==> src/rtl/core/lkvc_pkg.sv <==
// lkvc_pkg: shared constants and types for the lru key-value cache core
// no dependencies
`timescale 1ns / 1ps
`default_nettype none
package lkvc_pkg;
  localparam int unsigned Entries = 16;
  localparam int unsigned IdxW    = $clog2(Entries);
  localparam int unsigned CntW    = IdxW + 1;
  localparam int unsigned KeyW    = 32;
  localparam int unsigned ValW    = 32;
  localparam int unsigned CapW    = 5;
  localparam logic        OpGet   = 1'b0;
  localparam logic        OpPut   = 1'b1;
  localparam logic [ValW-1:0] MissValue = '1;

  typedef struct packed {
    logic            found;
    logic [ValW-1:0] value;
  } result_t;
endpackage
`default_nettype wire

==> src/rtl/core/lru_key_value_cache_core.sv <==
// lru_key_value_cache_core: top level of the lru key-value cache
// depends on lkvc_pkg; holds key, value and rank memories and the sequencer
//
// usage: one input beat (opcode, lookup_key, write_value) on in_valid_i/in_stall_o
// gives exactly one output beat (key_found_o, read_value_o) on out_valid_o/out_stall_i.
// a get returns the stored value on a hit, all ones otherwise; a put always returns
// all ones with key_found_o telling whether the key was present.
// sequence: the sequencer scans the slots in use, one memory read per cycle, then
// makes a second scan to update ranks and write back; a get that misses skips the
// second scan. one item is in work at a time: a new beat is taken only once the
// sequencer is back in idle.
// the result sits in an output register; the next beat is taken as soon as the
// sequencer is idle, even while the result is stalled, but a new result waits
// until the old one is taken.
// reset clears the fill count and sets capacity to 16; memory contents are
// undefined and are never read before written. cfg_we_i writes the capacity.
`timescale 1ns / 1ps
`default_nettype none
module lru_key_value_cache_core (
  input  wire logic                      clk_i,
  input  wire logic                      rst_ni,
  input  wire logic                      cfg_we_i,
  input  wire logic [lkvc_pkg::CapW-1:0] cfg_wdata_i,
  input  wire logic                      in_valid_i,
  output logic                           in_stall_o,
  input  wire logic                      opcode_i,
  input  wire logic [lkvc_pkg::KeyW-1:0] lookup_key_i,
  input  wire logic [lkvc_pkg::ValW-1:0] write_value_i,
  output logic                           out_valid_o,
  input  wire logic                      out_stall_i,
  output logic                           key_found_o,
  output logic [lkvc_pkg::ValW-1:0]      read_value_o
);
  localparam int unsigned IdxW = lkvc_pkg::IdxW;
  localparam int unsigned CntW = lkvc_pkg::CntW;

  typedef enum logic [2:0] {
    StIdle, StScan, StRank, StWrite, StDone
  } state_e;

  state_e state_q;
  logic [lkvc_pkg::CapW-1:0] cap_q;
  logic [CntW-1:0] fill_q, idx_q;
  logic            op_q;
  logic [lkvc_pkg::KeyW-1:0] key_q;
  logic [lkvc_pkg::ValW-1:0] val_q;
  logic [lkvc_pkg::ValW-1:0] hval_q;  // value of the hit slot
  logic            found_q;
  logic [IdxW-1:0] hit_q, lru_q, tgt_q;
  logic [IdxW-1:0] rank_q;          // old rank of target
  logic            insert_q;        // new slot appended
  logic            rd_vld_q;
  logic [IdxW-1:0] rd_idx_q;
  logic            out_valid_q;
  lkvc_pkg::result_t res_q;

  // memories
  logic [lkvc_pkg::KeyW-1:0] key_mem [lkvc_pkg::Entries];
  logic [lkvc_pkg::ValW-1:0] val_mem [lkvc_pkg::Entries];
  logic [IdxW-1:0]           rnk_mem [lkvc_pkg::Entries];
  logic [lkvc_pkg::KeyW-1:0] key_rd_q;
  logic [lkvc_pkg::ValW-1:0] val_rd_q;
  logic [IdxW-1:0]           rnk_rd_q;

  logic            rd_en, kv_we, rk_we;
  logic [IdxW-1:0] rd_addr, kv_addr, rk_addr, rk_wdata;

  logic [CntW-1:0] cap_eff;
  always_comb begin
    cap_eff = cap_q[CntW-1:0];
    if (cap_q == '0) cap_eff = CntW'(1);
    if (cap_q > lkvc_pkg::CapW'(lkvc_pkg::Entries)) cap_eff = CntW'(lkvc_pkg::Entries);
  end

  logic accept;
  assign accept     = in_valid_i && !in_stall_o;
  assign in_stall_o = (state_q != StIdle);

  // result register loads when empty or being drained
  logic out_load;
  assign out_load = (state_q == StDone) && (!out_valid_q || !out_stall_i);

  // scan: read slot idx_q while idx_q < fill_q
  always_comb begin
    rd_en    = 1'b0;
    rd_addr  = idx_q[IdxW-1:0];
    kv_we    = 1'b0;
    kv_addr  = tgt_q;
    rk_we    = 1'b0;
    rk_addr  = rd_idx_q;
    rk_wdata = rnk_rd_q;
    unique case (state_q)
      StScan, StRank: rd_en = (idx_q < fill_q);
      StWrite: begin
        kv_we    = (op_q == lkvc_pkg::OpPut);
        rk_we    = 1'b1;
        rk_addr  = tgt_q;
        rk_wdata = '0;
      end
      default: ;
    endcase
    // rank aging during second scan
    if (state_q == StRank && rd_vld_q &&
        (insert_q || rnk_rd_q < rank_q)) begin
      rk_we    = 1'b1;
      rk_wdata = rnk_rd_q + IdxW'(1);
    end
  end

  always_ff @(posedge clk_i) begin
    if (rd_en) begin
      key_rd_q <= key_mem[rd_addr];
      val_rd_q <= val_mem[rd_addr];
      rnk_rd_q <= rnk_mem[rd_addr];
    end
    if (kv_we) begin
      key_mem[kv_addr] <= key_q;
      val_mem[kv_addr] <= val_q;
    end
    if (rk_we) rnk_mem[rk_addr] <= rk_wdata;
  end

  logic [CntW-1:0] fill_m1;
  assign fill_m1 = fill_q - CntW'(1);

  always_ff @(posedge clk_i or negedge rst_ni) begin
    if (!rst_ni) begin
      state_q     <= StIdle;
      cap_q       <= lkvc_pkg::CapW'(lkvc_pkg::Entries);
      fill_q      <= '0;
      idx_q       <= '0;
      rd_vld_q    <= 1'b0;
      out_valid_q <= 1'b0;
      found_q     <= 1'b0;
      insert_q    <= 1'b0;
    end else begin
      if (cfg_we_i) cap_q <= cfg_wdata_i;
      if (out_load) out_valid_q <= 1'b1;
      else if (!out_stall_i) out_valid_q <= 1'b0;
      rd_vld_q <= rd_en;
      rd_idx_q <= rd_addr;
      unique case (state_q)
        StIdle: begin
          if (accept) begin
            op_q     <= opcode_i;
            key_q    <= lookup_key_i;
            val_q    <= write_value_i;
            found_q  <= 1'b0;
            insert_q <= 1'b0;
            idx_q    <= '0;
            state_q  <= StScan;
          end
        end
        StScan: begin
          if (rd_en) idx_q <= idx_q + CntW'(1);
          if (rd_vld_q) begin
            if (!found_q && key_rd_q == key_q) begin
              found_q <= 1'b1;
              hit_q   <= rd_idx_q;
              rank_q  <= rnk_rd_q;
              hval_q  <= val_rd_q;
            end
            if (rnk_rd_q[IdxW-1:0] == fill_m1[IdxW-1:0]) lru_q <= rd_idx_q;
          end
          if (!rd_en && !rd_vld_q) begin
            idx_q <= '0;
            if (found_q) begin
              tgt_q   <= hit_q;
              state_q <= StRank;
            end else if (op_q == lkvc_pkg::OpGet) begin
              state_q <= StDone;
            end else if (fill_q >= cap_eff) begin
              tgt_q   <= lru_q;
              rank_q  <= fill_m1[IdxW-1:0];
              state_q <= StRank;
            end else begin
              tgt_q    <= fill_q[IdxW-1:0];
              insert_q <= 1'b1;
              state_q  <= StRank;
            end
          end
        end
        StRank: begin
          if (rd_en) idx_q <= idx_q + CntW'(1);
          if (!rd_en && !rd_vld_q) state_q <= StWrite;
        end
        StWrite: begin
          if (insert_q) fill_q <= fill_q + CntW'(1);
          state_q <= StDone;
        end
        StDone: begin
          if (out_load) begin
            res_q.found <= found_q;
            res_q.value <= (found_q && op_q == lkvc_pkg::OpGet) ? hval_q
                                                                : lkvc_pkg::MissValue;
            state_q <= StIdle;
          end
        end
        default: state_q <= StIdle;
      endcase
    end
  end

  assign out_valid_o  = out_valid_q;
  assign key_found_o  = res_q.found;
  assign read_value_o = res_q.value;

  a_fill_cap: assert property (@(posedge clk_i) disable iff (!rst_ni)
    fill_q <= CntW'(lkvc_pkg::Entries))
    else $error("fill count beyond slot count");
  a_one_busy: assert property (@(posedge clk_i) disable iff (!rst_ni)
    accept |=> state_q == StScan)
    else $error("accepted beat did not start a scan");
  a_fill_step: assert property (@(posedge clk_i) disable iff (!rst_ni)
    fill_q != $past(fill_q) |-> $past(state_q) == StWrite && $past(insert_q))
    else $error("fill count moved outside an insert");
endmodule
`default_nettype wire
==> config.mk <==
export PLATFORM = sky130hd
export DESIGN_NAME = lru_key_value_cache_core
export DESIGN_NICKNAME = d
export VERILOG_FILES = /design/src/rtl/core/lkvc_pkg.sv /design/src/rtl/core/lru_key_value_cache_core.sv
export SDC_FILE = /design/constraint.sdc
export NUM_CORES = 1
export LEC_CHECK = 0
export BUFFER_PORTS_ARGS = -buffer_cell sky130_fd_sc_hd__buf_2
export CORE_UTILIZATION = 24
export DETAILED_ROUTE_END_ITERATION = 8
export PLACE_DENSITY_LB_ADDON = 0.08
export SLEW_MARGIN = 20
export SYNTH_ARGS = -nofsm -noshare
export SYNTH_HDL_FRONTEND = slang
export SYNTH_SLANG_ARGS = --single-unit
==> constraint.sdc <==
create_clock -name clk_i -period 7.7 [get_ports clk_i]
set_clock_uncertainty 0.2 [all_clocks]
set_input_delay 0.77 -clock clk_i [delete_from_list [all_inputs] [get_ports clk_i]]
set_output_delay 0.77 -clock clk_i [all_outputs]
set_load 0.02 [all_outputs]
==> summary.md <==
| Metric | Value |
|---|---|
| Placed inst area | `54200 um2` |
| HPWL Detailed | `around 74 mm` |
| Max_slew headroom | `29.64%` |
| CP max-delay cell | `dfrtp_4` |
| Setup Slack @ Placement | `3.346 ns` |
| Width of the chip | `about 460 um` |
| Die area | `between 200000 and 250000 um2` |
| CP max FO | `42` |
| H-tree depth | `4` |
| Largest net degree at the start of global routing | `110` |
| Combinational Power Share | `about 15%` |
| Fmax | `239.9 MHz` |
| Area grow syn2layout | `19.85%` |
| Setup crit start kind | `flip-flop` |
| Asr flop ratio synth | `between 1.5 and 2%` |
| Post-CTS Repair Setup Buffers | `0` |
| Yosys cell types | `52` |
| Clock network power share | `38.1%` |
| Ratio of cells with drive above 1 in the final layout | `between 30 and 40%` |
| GPL Wtd Cong | `~0.72` |
| Worst hold path type | `input port to flip-flop` |
| Final nets | `roughly 2500` |
| Leak | `roughly 18 nW` |
| Synth Area per Inst | `24.10 um2` |
| Synth cell count leaders | `edfxtp_1 (1306), mux4_2 (340), clkbuf_1 (56)` |
| Complex-gate fraction of the synthesized area | `less than 1%` |
| Max Cap Viol | `0` |
| Vias in the first global route | `24540` |
| # setup viols final | `0` |
| Synth Area in Simple Gates | `approximately 1.8%` |
| Core area | `around 210000 um2` |
| Area leader, netlist | `edfxtp_1` |
| Largest family of logic cells by synthesized area | `multiplexers` |
| TritonCTS clock tree | `built` |
| Wire per inst | `26.74 um` |
| First-pass GRT wire length | `197.3 mm` |
| Crit path DAT | `about 4.5 ns` |
| Residual DRC count | `0` |
| GR Util All Layers | `a little over an eighth` |
| Hold WS | `about 0.046 ns` |
| Crit path largest cell delay | `0.84 ns` |
| WS Path Type | `flip-flop to flip-flop` |
| PwrDens | `317.8 nW/um2` |
| Buffers on Ports | `about 110` |
| Starting Density | `24.13%` |
| RSZ-0062 raised after global routing | `false` |
| Psw | `around 5 mW` |
| Number of synthesized flops with an enable pin | `between 1000 and 1500` |
| Clk sinks | `approximately 1300` |
| Crit share post-route | `54.14%` |
| Worst path cell trace | `buf_4 > buf_4 > mux4_2 > mux4_2` |
| Predominant post-synthesis flop cell | `edfxtp_1` |
| Synth Area in Adders | `less than 1%` |
| Seq/Total Area, Yosys | `79.68%` |
| Root buf cell | `clkbuf_16` |
| Slew Limit Fails | `0` |
| Measured slew at the worst slew-check pin | `around 1.1 ns` |
| Crit. End Element | `flip-flop` |
| Count leader, synth | `edfxtp_1` |
| Sum Neg Setup Slack | `0 ns` |
| Post-CTS Hold Fix Bufs | `64` |
| Internal | `roughly 14 mW` |
| Via density per instance | `between 4 and 5` |
| Post-synthesis mux area share | `between 10% and 20%` |
| Xor/xnor share of the synthesized area | `less than 1%` |
| Rows | `between 150 and 200` |
| TritonCTS Buffers | `158` |
| Layout fillers | `20110` |
| Initial DRC Count | `approximately 1600` |
| Initial antenna violation count | `4` |
| Sw frac | `~26%` |
| Grt ovf | `0` |
| 1st-pass router iterations | `5` |
| Sequential share of power | `a little under half` |
| Synthesis Warnings | `0` |
| Mapped Area | `about 50000 um2` |
| Final min period | `approximately 4.2 ns` |
| Post-DRT Antenna Nets | `0` |
| Max Root-Sink Buffers | `3` |
| Hold Vio Cnt, Final | `0` |
| Via count | `about 23000` |
| Cells after Synth | `~2100` |
| Clk_lat worst skew | `0.80 ns` |
| Post-synth top area share | `78.57%` |
| WL final | `~140 mm` |
| Syn_nets | `between 2000 and 2500` |
| Worst vdd ir | `~210 uV` |
| Register bit count reported by yosys | `~1300` |
| Final worst slack | `between 3 and 4 ns` |
| Clock transition at path regs | `around 0.060 ns` |
| I/O pin count | `110` |
| Die height | `approximately 460 um` |
| Design Area, Final | `about 60000 um2` |
| # resized after CTS | `0` |
| Required time of the critical path | `approximately 8.0 ns` |
| Synth top area cells | `edfxtp_1 (79%), mux4_2 (15%), dfrtp_1 (1.1%)` |
| Status | `finished clean` |
==> power by group through the flow <==
| stage | sequential [mW] | clock, mW | combinational (mW) |
|---|---|---|---|
| finish | 8.93 | 7.24 | 2.83 |
| global route | 9.00 | 7.75 | 3.10 |
| CTS | 8.96 | 7.50 | 2.97 |
| detailed placement | 9.10 | 0 | 2.93 |
| global placement | 9.09 | 0 | 2.93 |
| floorplan | 8.85 | 0 | 2.01 |
==> worst paths after layout <==
path	slack, ns	endpoint	cells after the start	start
worst min-delay path	0.05	key_q[31]	1	lookup_key_i[31]
min in group asynchronous	0.37	fill_q[0]	3	rst_ni
worst max register to register	3.53	key_rd_q[14]	4	idx_q[0]
worst min register to register	0.22	hval_q[6]	0	val_rd_q[6]
max in group asynchronous	6.58	idx_q[0]	3	rst_ni
worst max-delay path	3.53	key_rd_q[14]	4	idx_q[0]
==> per-stage QoR <==
stage	util (%)	instances	power, mW
after global placement	26.16	4850	12.02
after detailed placement	26.20	4853	12.03
after CTS	28.92	5202	19.43
after global routing	28.92	5202	19.85
after floorplan	-	2071	10.86
final	28.92	5204	19.01
==> cell families (layout without fill, tap and decap cells) <==
family                   after synthesis  count (layout)
multiplexers                         361             361
AND/OR/NAND/NOR                      164             164
buffers and inverters                109             536
other                                  0               2
flip-flops                          1328            1328
XOR/XNOR                              37              37
adder cells (fa/ha/maj)               16              16
AO/OA/AOI/OAI                         56              56
==> routing by layer <==
layer | share of wire, % | GRT usage (%)
met5 | 0 | 0
met4 | 1.7 | 3.165
met3 | 3.2 | 2.251
met2 | 49 | 22.09
met1 | 46 | 18.42
==> layout make-up <==
| class | instances | area (um2) | share of cell area [%] |
|---|---|---|---|
| antenna | 2 | 5.005 | 0.008366 |
| clock buffer | 202 | 4183 | 6.992 |
| clock inverter | 83 | 792.0 | 1.324 |
| inverter | 18 | 67.56 | 0.1129 |
| multi-input combinational | 634 | 9828 | 16.43 |
| sequential | 1328 | 39780 | 66.50 |
| tap | 2704 | 3383 | 5.655 |
| timing repair buffer | 233 | 1779 | 2.974 |
==> worst max-delay path: cells and delay by family, from the launching register on <==
family,cells,cell delay [ns]
muxes,2,1.06
DFF,1,0.84
buffers and inverters,2,1.67
==> registers in the layout, summed over array words and instances, names as in the netlist, 3 cells and up <==
| name | cells |
|---|---|
| hit_q | 4 |
| val_q | 32 |
| kv_addr | 4 |
| state_q | 3 |
| hval_q | 32 |
| key_q | 32 |
| rnk_mem | 64 |
| rank_q | 4 |
| rnk_rd_q | 4 |
| idx_q | 5 |
| fill_q | 5 |
| val_rd_q | 32 |
| val_mem | 512 |
| rd_idx_q | 4 |
| read_value_o | 32 |
| key_rd_q | 32 |
| cap_q | 5 |
| key_mem | 512 |
| lru_q | 4 |
==> cells in the final DEF, fill, tap and decap left out, drive strengths merged, types with 23 or more instances in the layout <==
cell         instances
nor2                29
clkbuf             202
edfxtp            1306
buf                169
dlygate4sd3         64
inv                 25
nand2               27
clkinv              63
xor2                23
mux4               340
nand2b              54
Power figures use the tool's default switching activity.
